**src/rtl/ipc_pkg.sv**
```systemverilog
// Shared types, constants and window helpers for the isolated pixel counter.
// Used by ipc_front, ipc_back and isolated_pixel_counter; no dependencies.
package ipc_pkg;

   // default frame bounds
   localparam int DEF_MAX_WIDTH  = 128;
   localparam int DEF_MAX_HEIGHT = 128;

   // queue between front and back
   localparam int QUEUE_DEPTH = 2;

   // configuration port
   localparam int CSR_ADDR_W = 3;
   localparam int CSR_DATA_W = 32;
   localparam int CFG_W      = 8;
   localparam logic [CFG_W-1:0] FRAME_WIDTH_RESET  = 8'd10;
   localparam logic [CFG_W-1:0] FRAME_HEIGHT_RESET = 8'd10;

   // register indexes (paddr bit 2)
   localparam logic REG_FRAME_WIDTH  = 1'b0;
   localparam logic REG_FRAME_HEIGHT = 1'b1;

   // result and window widths
   localparam int COUNT_W = 13;
   localparam int WIN_W   = 9;
   // 3x3 window with only the centre set
   localparam logic [WIN_W-1:0] ISOLATED_WIN = 9'b000_010_000;

   // per-pixel control word produced by the front
   typedef struct packed {
      logic px;
      logic up_en;
      logic mid_en;
      logic first_col;
      logic judge;
      logic row_end;
      logic last_frame;
   } ipc_flags_type;

   typedef enum logic [1:0] {
      ST_RUN,
      ST_FLUSH,
      ST_DRAIN,
      ST_EMIT
   } back_state_type;

   // shift a new 3-bit column (top, middle, bottom) into the low end
   function automatic logic [WIN_W-1:0] shift_in(input logic [WIN_W-1:0] win,
                                                 input logic [2:0] column);
      shift_in = {win[WIN_W-4:0], column};
   endfunction

   function automatic logic is_isolated(input logic [WIN_W-1:0] win);
      is_isolated = (win == ISOLATED_WIN);
   endfunction

endpackage

```
**src/rtl/isolated_pixel_counter.sv**
```systemverilog
// Top level of the isolated pixel counter: register port, front, queue and back.
// Depends on ipc_pkg, ipc_front, ipc_queue and ipc_back.
//
//   channel   ports                        direction  moves
//   req       req_valid/ready, req_pixel   in         one pixel per transfer, raster order
//   rsp       rsp_valid/ready, rsp_*       out        one count per finished frame
//   csr       csr_psel ... csr_pready      in/out     frame_width at 0x0, frame_height at 0x4
//
// One pixel is taken per cycle while the queue has room; the back works each pixel
// through a line store read and a window update, pipelined.
// At the last pixel of a frame the back sweeps the last row through the line store
// read port, one column a cycle.
// Reset is synchronous, active high; the line store is not cleared.
// The result sits in an output register, so a stalled rsp side holds only the next
// frame's end, not the pixels before it.
module isolated_pixel_counter #(
   parameter int MAX_WIDTH  = ipc_pkg::DEF_MAX_WIDTH,
   parameter int MAX_HEIGHT = ipc_pkg::DEF_MAX_HEIGHT
) (
   input  logic                             clock,
   input  logic                             reset,
   // pixel input
   input  logic                             req_valid,
   output logic                             req_ready,
   input  logic                             req_pixel,
   // count output
   output logic                             rsp_valid,
   input  logic                             rsp_ready,
   output logic [ipc_pkg::COUNT_W-1:0]      rsp_isolated_count,
   // register port
   input  logic                             csr_psel,
   input  logic                             csr_penable,
   input  logic                             csr_pwrite,
   input  logic [ipc_pkg::CSR_ADDR_W-1:0]   csr_paddr,
   input  logic [ipc_pkg::CSR_DATA_W-1:0]   csr_pwdata,
   output logic [ipc_pkg::CSR_DATA_W-1:0]   csr_prdata,
   output logic                             csr_pready
);

   localparam int COL_W  = $clog2(MAX_WIDTH);
   localparam int WSZ_W  = $clog2(MAX_WIDTH + 1);
   localparam int HSZ_W  = $clog2(MAX_HEIGHT + 1);
   localparam int FLAG_W = $bits(ipc_pkg::ipc_flags_type);
   localparam int Q_W    = FLAG_W + COL_W;
   localparam int CFG_W  = ipc_pkg::CFG_W;

   logic [CFG_W-1:0] width_ff, width_in;
   logic [CFG_W-1:0] height_ff, height_in;
   logic             csr_write, restart;
   logic [WSZ_W-1:0] frame_w;
   logic [HSZ_W-1:0] frame_h;

   logic                   f_push, q_ready, q_valid, q_pop;
   ipc_pkg::ipc_flags_type f_flags, b_flags;
   logic [COL_W-1:0]       f_col, b_col;
   logic [Q_W-1:0]         q_out;

   // register port: write on the access cycle, no wait states
   assign csr_pready = 1'b1;
   assign csr_write  = csr_psel && csr_penable && csr_pwrite && csr_pready;
   // any write restarts the frame
   assign restart    = csr_write;

   always_comb begin
      width_in  = width_ff;
      height_in = height_ff;
      if (csr_write) begin
         case (csr_paddr[2])
            ipc_pkg::REG_FRAME_WIDTH:  width_in  = csr_pwdata[CFG_W-1:0];
            ipc_pkg::REG_FRAME_HEIGHT: height_in = csr_pwdata[CFG_W-1:0];
            default: begin
               width_in  = width_ff;
               height_in = height_ff;
            end
         endcase
      end
   end

   always_ff @(posedge clock) begin
      if (reset) begin
         width_ff  <= ipc_pkg::FRAME_WIDTH_RESET;
         height_ff <= ipc_pkg::FRAME_HEIGHT_RESET;
      end else begin
         width_ff  <= width_in;
         height_ff <= height_in;
      end
   end

   always_comb begin
      case (csr_paddr[2])
         ipc_pkg::REG_FRAME_WIDTH:  csr_prdata = ipc_pkg::CSR_DATA_W'(width_ff);
         ipc_pkg::REG_FRAME_HEIGHT: csr_prdata = ipc_pkg::CSR_DATA_W'(height_ff);
         default:                   csr_prdata = '0;
      endcase
   end

   // hold sizes within 1 .. maximum
   always_comb begin
      if (width_ff == '0) begin
         frame_w = WSZ_W'(1);
      end else if (32'(width_ff) > MAX_WIDTH) begin
         frame_w = WSZ_W'(MAX_WIDTH);
      end else begin
         frame_w = WSZ_W'(width_ff);
      end
      if (height_ff == '0) begin
         frame_h = HSZ_W'(1);
      end else if (32'(height_ff) > MAX_HEIGHT) begin
         frame_h = HSZ_W'(MAX_HEIGHT);
      end else begin
         frame_h = HSZ_W'(height_ff);
      end
   end

   // classify pixels and advance position
   ipc_front #(
      .MAX_WIDTH  (MAX_WIDTH),
      .MAX_HEIGHT (MAX_HEIGHT)
   ) u_front (
      .clock     (clock),
      .reset     (reset),
      .restart   (restart),
      .frame_w   (frame_w),
      .frame_h   (frame_h),
      .req_valid (req_valid),
      .req_ready (req_ready),
      .req_pixel (req_pixel),
      .q_ready   (q_ready),
      .q_push    (f_push),
      .q_flags   (f_flags),
      .q_col     (f_col)
   );

   // decouple classification from the store and sweep
   ipc_queue #(
      .DATA_W (Q_W),
      .DEPTH  (ipc_pkg::QUEUE_DEPTH)
   ) u_queue (
      .clock      (clock),
      .reset      (reset),
      .push       (f_push),
      .push_data  ({f_flags, f_col}),
      .push_ready (q_ready),
      .pop        (q_pop),
      .pop_valid  (q_valid),
      .pop_data   (q_out)
   );

   assign b_flags = ipc_pkg::ipc_flags_type'(q_out[Q_W-1:COL_W]);
   assign b_col   = q_out[COL_W-1:0];

   // line store, window, count and result register
   ipc_back #(
      .MAX_WIDTH (MAX_WIDTH)
   ) u_back (
      .clock              (clock),
      .reset              (reset),
      .restart            (restart),
      .frame_w            (frame_w),
      .h_ge2              (frame_h != HSZ_W'(1)),
      .q_valid            (q_valid),
      .q_flags            (b_flags),
      .q_col              (b_col),
      .q_pop              (q_pop),
      .rsp_valid          (rsp_valid),
      .rsp_ready          (rsp_ready),
      .rsp_isolated_count (rsp_isolated_count)
   );

endmodule

```
**src/rtl/ipc_queue.sv**
```systemverilog
// Small register queue that parts the front from the back.
// Generic data width; uses no package items.
module ipc_queue #(
   parameter int DATA_W = 8,
   parameter int DEPTH  = 2
) (
   input  logic              clock,
   input  logic              reset,
   input  logic              push,
   input  logic [DATA_W-1:0] push_data,
   output logic              push_ready,
   input  logic              pop,
   output logic              pop_valid,
   output logic [DATA_W-1:0] pop_data
);

   localparam int PTR_W = (DEPTH > 1) ? $clog2(DEPTH) : 1;
   localparam int CNT_W = $clog2(DEPTH + 1);

   logic [DATA_W-1:0] entry_ff [DEPTH];
   logic [PTR_W-1:0]  wr_ptr_ff, wr_ptr_in;
   logic [PTR_W-1:0]  rd_ptr_ff, rd_ptr_in;
   logic [CNT_W-1:0]  fill_ff, fill_in;
   logic              do_push, do_pop;

   assign push_ready = (fill_ff != CNT_W'(DEPTH));
   assign pop_valid  = (fill_ff != '0);
   assign pop_data   = entry_ff[rd_ptr_ff];
   assign do_push    = push && push_ready;
   assign do_pop     = pop && pop_valid;

   always_comb begin
      wr_ptr_in = wr_ptr_ff;
      rd_ptr_in = rd_ptr_ff;
      fill_in   = fill_ff;
      if (do_push) begin
         wr_ptr_in = (wr_ptr_ff == PTR_W'(DEPTH - 1)) ? '0 : wr_ptr_ff + PTR_W'(1);
      end
      if (do_pop) begin
         rd_ptr_in = (rd_ptr_ff == PTR_W'(DEPTH - 1)) ? '0 : rd_ptr_ff + PTR_W'(1);
      end
      if (do_push && !do_pop) begin
         fill_in = fill_ff + CNT_W'(1);
      end else if (do_pop && !do_push) begin
         fill_in = fill_ff - CNT_W'(1);
      end
   end

   always_ff @(posedge clock) begin
      if (reset) begin
         wr_ptr_ff <= '0;
         rd_ptr_ff <= '0;
         fill_ff   <= '0;
      end else begin
         wr_ptr_ff <= wr_ptr_in;
         rd_ptr_ff <= rd_ptr_in;
         fill_ff   <= fill_in;
      end
   end

   always_ff @(posedge clock) begin
      if (do_push) begin
         entry_ff[wr_ptr_ff] <= push_data;
      end
   end

endmodule

```
**src/rtl/ipc_front.sv**
```systemverilog
// Front end: accepts pixels, tracks raster position and classifies each pixel.
// Depends on ipc_pkg for the control word type.
module ipc_front #(
   parameter int MAX_WIDTH  = ipc_pkg::DEF_MAX_WIDTH,
   parameter int MAX_HEIGHT = ipc_pkg::DEF_MAX_HEIGHT
) (
   input  logic                              clock,
   input  logic                              reset,
   input  logic                              restart,
   input  logic [$clog2(MAX_WIDTH+1)-1:0]    frame_w,
   input  logic [$clog2(MAX_HEIGHT+1)-1:0]   frame_h,
   input  logic                              req_valid,
   output logic                              req_ready,
   input  logic                              req_pixel,
   input  logic                              q_ready,
   output logic                              q_push,
   output ipc_pkg::ipc_flags_type            q_flags,
   output logic [$clog2(MAX_WIDTH)-1:0]      q_col
);

   localparam int COL_W  = $clog2(MAX_WIDTH);
   localparam int ROW_W  = $clog2(MAX_HEIGHT);
   localparam int WSZ_W  = $clog2(MAX_WIDTH + 1);
   localparam int HSZ_W  = $clog2(MAX_HEIGHT + 1);

   logic [COL_W-1:0] col_ff, col_in;
   logic [ROW_W-1:0] row_ff, row_in;
   logic [WSZ_W-1:0] w_m1;
   logic [HSZ_W-1:0] h_m1;
   logic [COL_W-1:0] col_eff;
   logic [ROW_W-1:0] row_eff;
   logic             col_last, row_last;

   assign w_m1 = frame_w - WSZ_W'(1);
   assign h_m1 = frame_h - HSZ_W'(1);

   // hold positions inside the frame
   assign col_eff = (WSZ_W'(col_ff) >= frame_w) ? w_m1[COL_W-1:0] : col_ff;
   assign row_eff = (HSZ_W'(row_ff) >= frame_h) ? h_m1[ROW_W-1:0] : row_ff;

   assign col_last = (WSZ_W'(col_eff) == w_m1);
   assign row_last = (HSZ_W'(row_eff) == h_m1);

   assign req_ready = q_ready;
   assign q_push    = req_valid && q_ready;
   assign q_col     = col_eff;

   always_comb begin
      q_flags.px         = req_pixel;
      q_flags.up_en      = (row_eff >= ROW_W'(2));
      q_flags.mid_en     = (row_eff != '0);
      q_flags.first_col  = (col_eff == '0);
      q_flags.judge      = (row_eff != '0) && (col_eff != '0);
      q_flags.row_end    = (row_eff != '0) && col_last;
      q_flags.last_frame = col_last && row_last;
   end

   // advance raster position
   always_comb begin
      col_in = col_ff;
      row_in = row_ff;
      if (q_push) begin
         if (col_last) begin
            col_in = '0;
            row_in = row_last ? '0 : row_eff + ROW_W'(1);
         end else begin
            col_in = col_eff + COL_W'(1);
            row_in = row_eff;
         end
      end
   end

   always_ff @(posedge clock) begin
      if (reset || restart) begin
         col_ff <= '0;
         row_ff <= '0;
      end else begin
         col_ff <= col_in;
         row_ff <= row_in;
      end
   end

endmodule

```
**src/rtl/ipc_back.sv**
```systemverilog
// Back end: line store, 3x3 window, isolation count, last-row sweep and result register.
// Depends on ipc_pkg for the control word, state type and window helpers.
module ipc_back #(
   parameter int MAX_WIDTH = ipc_pkg::DEF_MAX_WIDTH
) (
   input  logic                              clock,
   input  logic                              reset,
   input  logic                              restart,
   input  logic [$clog2(MAX_WIDTH+1)-1:0]    frame_w,
   input  logic                              h_ge2,
   input  logic                              q_valid,
   input  ipc_pkg::ipc_flags_type            q_flags,
   input  logic [$clog2(MAX_WIDTH)-1:0]      q_col,
   output logic                              q_pop,
   output logic                              rsp_valid,
   input  logic                              rsp_ready,
   output logic [ipc_pkg::COUNT_W-1:0]       rsp_isolated_count
);

   localparam int COL_W = $clog2(MAX_WIDTH);
   localparam int WSZ_W = $clog2(MAX_WIDTH + 1);
   localparam int WIN_W = ipc_pkg::WIN_W;
   localparam int CNT_W = ipc_pkg::COUNT_W;

   // line store: bit 1 = upper row, bit 0 = middle row
   logic [1:0] line_mem [MAX_WIDTH];

   ipc_pkg::back_state_type state_ff, state_in;

   logic                   s2_valid_ff;
   ipc_pkg::ipc_flags_type s2_flags_ff;
   logic [COL_W-1:0]       s2_col_ff;
   logic [1:0]             rd_ff;
   logic                   byp_ff, byp_in;
   logic [1:0]             byp_data_ff, wr_data;
   logic [COL_W-1:0]       fl_cnt_ff, fl_cnt_in;
   logic                   fl_v_ff, fl_first_ff, fl_last_ff;
   logic [WIN_W-1:0]       window_ff, window_in;
   logic [CNT_W-1:0]       count_ff, count_in;
   logic                   rsp_valid_ff;
   logic [CNT_W-1:0]       rsp_count_ff;

   logic                   pop, flush_issue, issue_last, rd_en, emit_load;
   logic [COL_W-1:0]       rd_addr;
   logic [WSZ_W-1:0]       w_m1;
   logic [1:0]             store_q;
   logic [2:0]             column;
   logic [WIN_W-1:0]       win0, win1;
   logic                   inc_a, inc_b;

   assign w_m1       = frame_w - WSZ_W'(1);
   assign issue_last = (WSZ_W'(fl_cnt_ff) == w_m1);

   // control outputs of the sequencer
   always_comb begin
      pop         = (state_ff == ipc_pkg::ST_RUN) && q_valid
                    && !(s2_valid_ff && s2_flags_ff.last_frame);
      flush_issue = (state_ff == ipc_pkg::ST_FLUSH);
      emit_load   = (state_ff == ipc_pkg::ST_EMIT) && (!rsp_valid_ff || rsp_ready);
      rd_en       = pop || flush_issue;
      rd_addr     = flush_issue ? fl_cnt_ff : q_col;
   end

   // next state
   always_comb begin
      state_in = state_ff;
      case (state_ff)
         ipc_pkg::ST_RUN: begin
            if (s2_valid_ff && s2_flags_ff.last_frame) begin
               state_in = ipc_pkg::ST_FLUSH;
            end
         end
         ipc_pkg::ST_FLUSH: begin
            if (issue_last) begin
               state_in = ipc_pkg::ST_DRAIN;
            end
         end
         ipc_pkg::ST_DRAIN: begin
            state_in = ipc_pkg::ST_EMIT;
         end
         ipc_pkg::ST_EMIT: begin
            if (emit_load) begin
               state_in = ipc_pkg::ST_RUN;
            end
         end
         default: begin
            state_in = ipc_pkg::ST_RUN;
         end
      endcase
   end

   assign q_pop = pop;

   // store data, with the word just written forwarded when addresses meet
   assign store_q = byp_ff ? byp_data_ff : rd_ff;
   assign wr_data = {store_q[0] & s2_flags_ff.mid_en, s2_flags_ff.px};
   assign byp_in  = pop && s2_valid_ff && (s2_col_ff == q_col);

   always_comb begin
      fl_cnt_in = fl_cnt_ff;
      if (flush_issue) begin
         fl_cnt_in = issue_last ? '0 : fl_cnt_ff + COL_W'(1);
      end
   end

   // window update and count
   always_comb begin
      column    = '0;
      win0      = window_ff;
      inc_a     = 1'b0;
      inc_b     = 1'b0;
      window_in = window_ff;
      if (fl_v_ff) begin
         column    = {store_q[1] & h_ge2, store_q[0], 1'b0};
         win0      = window_ff;
      end else begin
         column    = {store_q[1] & s2_flags_ff.up_en, store_q[0] & s2_flags_ff.mid_en,
                      s2_flags_ff.px};
         win0      = s2_flags_ff.first_col ? '0 : window_ff;
      end
      win1 = ipc_pkg::shift_in(win0, column);
      if (fl_v_ff) begin
         inc_a     = !fl_first_ff && ipc_pkg::is_isolated(win1);
         inc_b     = fl_last_ff && ipc_pkg::is_isolated(ipc_pkg::shift_in(win1, 3'b000));
         window_in = win1;
      end else if (s2_valid_ff) begin
         inc_a     = s2_flags_ff.judge && ipc_pkg::is_isolated(win1);
         inc_b     = s2_flags_ff.row_end
                     && ipc_pkg::is_isolated(ipc_pkg::shift_in(win1, 3'b000));
         // clear the window ahead of the last-row sweep
         window_in = s2_flags_ff.last_frame ? '0 : win1;
      end
      count_in = count_ff + CNT_W'(inc_a) + CNT_W'(inc_b);
      if (emit_load) begin
         count_in  = '0;
         window_in = '0;
      end
   end

   always_ff @(posedge clock) begin
      if (reset || restart) begin
         state_ff     <= ipc_pkg::ST_RUN;
         s2_valid_ff  <= 1'b0;
         byp_ff       <= 1'b0;
         fl_cnt_ff    <= '0;
         fl_v_ff      <= 1'b0;
         fl_first_ff  <= 1'b0;
         fl_last_ff   <= 1'b0;
         window_ff    <= '0;
         count_ff     <= '0;
      end else begin
         state_ff     <= state_in;
         s2_valid_ff  <= pop;
         byp_ff       <= byp_in;
         fl_cnt_ff    <= fl_cnt_in;
         fl_v_ff      <= flush_issue;
         fl_first_ff  <= flush_issue && (fl_cnt_ff == '0);
         fl_last_ff   <= flush_issue && issue_last;
         window_ff    <= window_in;
         count_ff     <= count_in;
      end
   end

   always_ff @(posedge clock) begin
      if (reset) begin
         rsp_valid_ff <= 1'b0;
      end else if (emit_load) begin
         rsp_valid_ff <= 1'b1;
      end else if (rsp_ready) begin
         rsp_valid_ff <= 1'b0;
      end
   end

   always_ff @(posedge clock) begin
      if (emit_load) begin
         rsp_count_ff <= count_ff;
      end
      if (pop) begin
         s2_flags_ff <= q_flags;
         s2_col_ff   <= q_col;
      end
      byp_data_ff <= wr_data;
   end

   // line store ports
   always_ff @(posedge clock) begin
      if (s2_valid_ff) begin
         line_mem[s2_col_ff] <= wr_data;
      end
   end

   always_ff @(posedge clock) begin
      if (rd_en) begin
         rd_ff <= line_mem[rd_addr];
      end
   end

   assign rsp_valid          = rsp_valid_ff;
   assign rsp_isolated_count = rsp_count_ff;

endmodule

```
**config.mk**
```make
export PLATFORM = sky130hd
export DESIGN_NAME = isolated_pixel_counter
export DESIGN_NICKNAME = d
export VERILOG_FILES = /design/src/rtl/ipc_pkg.sv /design/src/rtl/isolated_pixel_counter.sv /design/src/rtl/ipc_queue.sv /design/src/rtl/ipc_front.sv /design/src/rtl/ipc_back.sv
export SDC_FILE = /design/constraint.sdc
export NUM_CORES = 1
export LEC_CHECK = 0
export BUFFER_PORTS_ARGS = -buffer_cell sky130_fd_sc_hd__buf_2
export CAP_MARGIN = 30
export CORE_MARGIN = 5
export CORE_UTILIZATION = 55
export CTS_BUF_LIST = sky130_fd_sc_hd__clkbuf_16
export DETAILED_ROUTE_END_ITERATION = 12
export GPL_ROUTABILITY_DRIVEN = 0
export PLACE_DENSITY = 0.73
export SKIP_CTS_REPAIR_TIMING = 1
export SLEW_MARGIN = 20
export SYNTH_ARGS = -nofsm -noshare
export SYNTH_HDL_FRONTEND = slang
export SYNTH_SLANG_ARGS = --single-unit
```
**constraint.sdc**
```tcl
create_clock -name clock -period 8 [get_ports clock]
set_clock_uncertainty 0.2 [all_clocks]
set_input_delay 1.2 -clock clock [delete_from_list [all_inputs] [get_ports clock]]
set_output_delay 1.2 -clock clock [all_outputs]
set_load 0.02 [all_outputs]
```
==> impl_metrics.json <==
{
  "status": "complete, no violations",
  "final.min_clock_period_ps": 4790,
  "wire_length_of_the_first_global_routing_pass_mm": 59.7,
  "dr_wl_met2_mm": 17.9,
  "multi_input_area_um2": 6220,
  "io_pins": 91,
  "pwr-share-comb_pct": 29.2,
  "crit-reg2reg-capture": "u_back.count_ff[10]",
  "finalNonFillerCells": 1831,
  "cts_made_buffers": 38,
  "path_cells": "or4_1 > o41a_1 > inv_1 > ha_1 > nand3b_1 > nor3_1 > nor3_1 > a221o_1 > or4_1 > fa_1 > inv_1 > ha_1 > and3_1 > nand4_1 > xor2_1 > nor2_1",
  "clk_pin_slew_worst_paths_ps": 60,
  "congestion_overflow_gr": 0,
  "cp_slowest_stage_delay_ps": 620,
  "synthArstFlopShare_pct": 0,
  "synth-edff-count": 313,
  "sw_frac_of_total_pct": 33.1,
  "area_delta_synth_final_pct": 9.40,
  "ys_warn_count": 0,
  "critical_path_buf_inv_count": 2,
  "drt_drc_violations_left": 0,
  "floorplan.die.width_um": 189,
  "final_cycle_utilization_of_the_critical_path_pct": 59.9,
  "synth_largest_type_area_fraction_pct": 53.6,
  "overall_routed_net_length_mm": 37.5,
  "worstSetupStartpoint": "height_ff[2]",
  "net-switching-power_mw": 1.99,
  "mappedNetlistArea_um2": 17500,
  "root_buffer": "sky130_fd_sc_hd__clkbuf_16",
  "cts.htree.levels": 2,
  "globalRouteTotalUtil_pct": 21.0,
  "crit_path_end": "u_back.count_ff[10]",
  "clock_power_share_pct": 27.3,
  "worst-endpoint-arrival_ps": 4980,
  "grt_antenna_before_repair": 0,
  "post_drt_via_cell_ratio": 6.05,
  "regToRegStartpoint": "height_ff[2]",
  "later_pin_clock_latency_in_the_skew_report_ps": 540,
  "synth-main-ff-cell": "sky130_fd_sc_hd__edfxtp_1",
  "die_area_um2": 35600,
  "synthesized_area_divided_by_synthesized_cell_count_um2": 12.8,
  "intPower_mw": 4.03,
  "ctsLongestPathBuffers": 3,
  "wl_met3_mm": 3.26,
  "power.ir.vdd_worst_mv": 0.189,
  "worstPathRequired_ps": 8190,
  "tritoncts": "done",
  "p_per_area_nw_per_um2": 314,
  "setup.worst_path.start_class": "register",
  "critical_path.max_fanout": 9,
  "worst_slew_pin_slew_ps": 996,
  "synth.largest_area_cell": "sky130_fd_sc_hd__edfxtp_1",
  "grt_start_max_net_pins": 115,
  "cp-end-kind": "register",
  "grt_setup_unrepaired": "false",
  "fp-row-count": 65,
  "final_cell_mix": "sky130_fd_sc_hd__edfxtp_1, sky130_fd_sc_hd__nor2_1, sky130_fd_sc_hd__nand2_1",
  "total_power_mw": 6.03,
  "dr_total_vias": 11100,
  "diodes_inserted": 0,
  "initial_core_util_pct": 55.6,
  "post-dp-hpwl_mm": 24.0,
  "worst_path_dominant_cell_family": "simple AND/OR/NAND/NOR gates",
  "worst_slew_margin_rel_pct": 33.4,
  "power.static_leakage_nw": 6.62,
  "r2r.worst_path.cells": 16,
  "die_h_um": 189,
  "postRouteAntennaNets": 0,
  "setup_viol_count_final": 0,
  "final_layout_size_suffix_gt1_share_pct": 14.1,
  "drt_pass_1_iters": 7,
  "sequential_cell_area_um2": 10800,
  "setup.reg_to_reg.worst_slack_ps": 3210,
  "tritoncts_num_sinks": 384,
  "synthesis.instances": 1375,
  "crit_slowest_cell": "sky130_fd_sc_hd__or4_1",
  "synth_top_cells_by_area": "sky130_fd_sc_hd__edfxtp_1, sky130_fd_sc_hd__dfxtp_1, sky130_fd_sc_hd__mux4_2",
  "worst-setup-path-type": "register to register",
  "maxCapViolations": 0,
  "flops_latches_synth": 384,
  "fin_max_slew_vios": 0,
  "fmax_ghz": 0.209,
  "detail_route.wirelength.met1_mm": 15.5,
  "pwr-share-seq_pct": 43.5,
  "final_hold_violation_count": 0,
  "fillCellCount": 2411,
  "first_iter_violations": 1018,
  "dp.cells": 1760,
  "mostFrequentLayoutCell": "sky130_fd_sc_hd__edfxtp_1",
  "critical_path_depth": 16,
  "netlist-cell-type-count": 83,
  "grt_pass1_vias": 11000,
  "final_nets": 1476,
  "final.setup.tns_ps": 0,
  "finalHoldWorstSlack_ps": 254,
  "timing.hold.worst.class": "register to register",
  "core-area_um2": 31600,
  "seq_area_frac_synth_pct": 61.7,
  "highest_layer": "met4",
  "wl_per_cell_um": 20.5,
  "io_buffer_count": 39
}
[cell families after synthesis]
group | after synthesis | synth area share [%]
mux | 129 | 10.7
buf+inv | 125 | 3.45
flops | 384 | 61.7
xor+xnor | 56 | 2.80
other cells | 2 | 0.0428
compound gates | 155 | 6.14
simple gates | 492 | 12.8
fa+ha+maj | 32 | 2.33
[worst min path at each step]
stage | slack, ps | end | cells past startpoint | start
2_1_floorplan | 210 | u_back.rsp_isolated_count[0] | 0 | u_back.count_ff[0]
3_3_place_gp | 230 | u_back.rsp_isolated_count[0] | 0 | u_back.count_ff[0]
3_5_place_dp | 250 | u_back.rsp_isolated_count[12] | 0 | u_back.count_ff[12]
4_1_cts | 260 | u_back.rsp_isolated_count[0] | 0 | u_back.count_ff[0]
5_1_grt | 270 | u_back.rsp_isolated_count[0] | 0 | u_back.count_ff[0]
6_report | 250 | u_back.rsp_isolated_count[0] | 0 | u_back.count_ff[0]
[state kept, by name (all words and copies together), names as in the netlist, 8 cells and up, named ones only]
signal and flops:
width_ff 8, height_ff 8, u_back.line_mem 256, u_queue.entry_ff 28, u_back.count_ff 13, u_back.rsp_isolated_count 13
[routing by layer]
metal  up-vias  track usage, %
met2       506            34.4
met5         -               0
met1      5413            29.2
li1       5082               -
met3        73            3.82
met4         0            5.83
[power groups by stage]
stage | sequential [mW] | clock, mW | combinational [mW]
after global routing | 2.64 | 1.76 | 1.89
after floorplan | 2.64 | 0 | 1.25
final | 2.62 | 1.65 | 1.76
after detailed placement | 2.67 | 0 | 1.72
after CTS | 2.62 | 1.67 | 1.73
after global placement | 2.66 | 0 | 1.69
[cell type report]
cell class	count	share of cell area [%]
clock inverter	29	0.920
multi-input combinational	889	32.4
tap	402	2.62
inverter	31	0.607
timing repair buffer	57	1.94
clock buffer	39	5.09
sequential	384	56.4
[synthesized netlist by cell type, drive strengths merged (3+ instances only)]
cell	instances
nor3b	3
ha	31
nor2b	14
a22oi	14
a31oi	11
nand3	29
buf	51
edfxtp	313
nor4	5
xnor2	31
mux4	44
a21oi	51
mux2	33
nand2	135
a211oi	3
o211ai	7
clkbuf	43
or3	8
and3	8
or4b	3
nand2b	20
nand4b	5
nand4	18
a211o	5
nor2	208
a22o	5
a2111oi	4
inv	30
mux2i	52
a21o	6
xor2	25
nand3b	7
or4	6
o21ai	15
dfxtp	71
o31ai	4
nor3	12
[metrics by stage]
| stage | utilization [%] | instance area, um2 | setup slack, ps |
|---|---|---|---|
| finish | 60.8 | 19200 | 3210 |
| global route | 60.8 | 19200 | 2990 |
| CTS | 60.6 | 19100 | 3270 |
| detailed placement | 57.0 | 18000 | 3280 |
| global placement | 56.9 | 17900 | 3310 |
| floorplan | - | 17600 | 3330 |
Power figures use the tool's default switching activity.
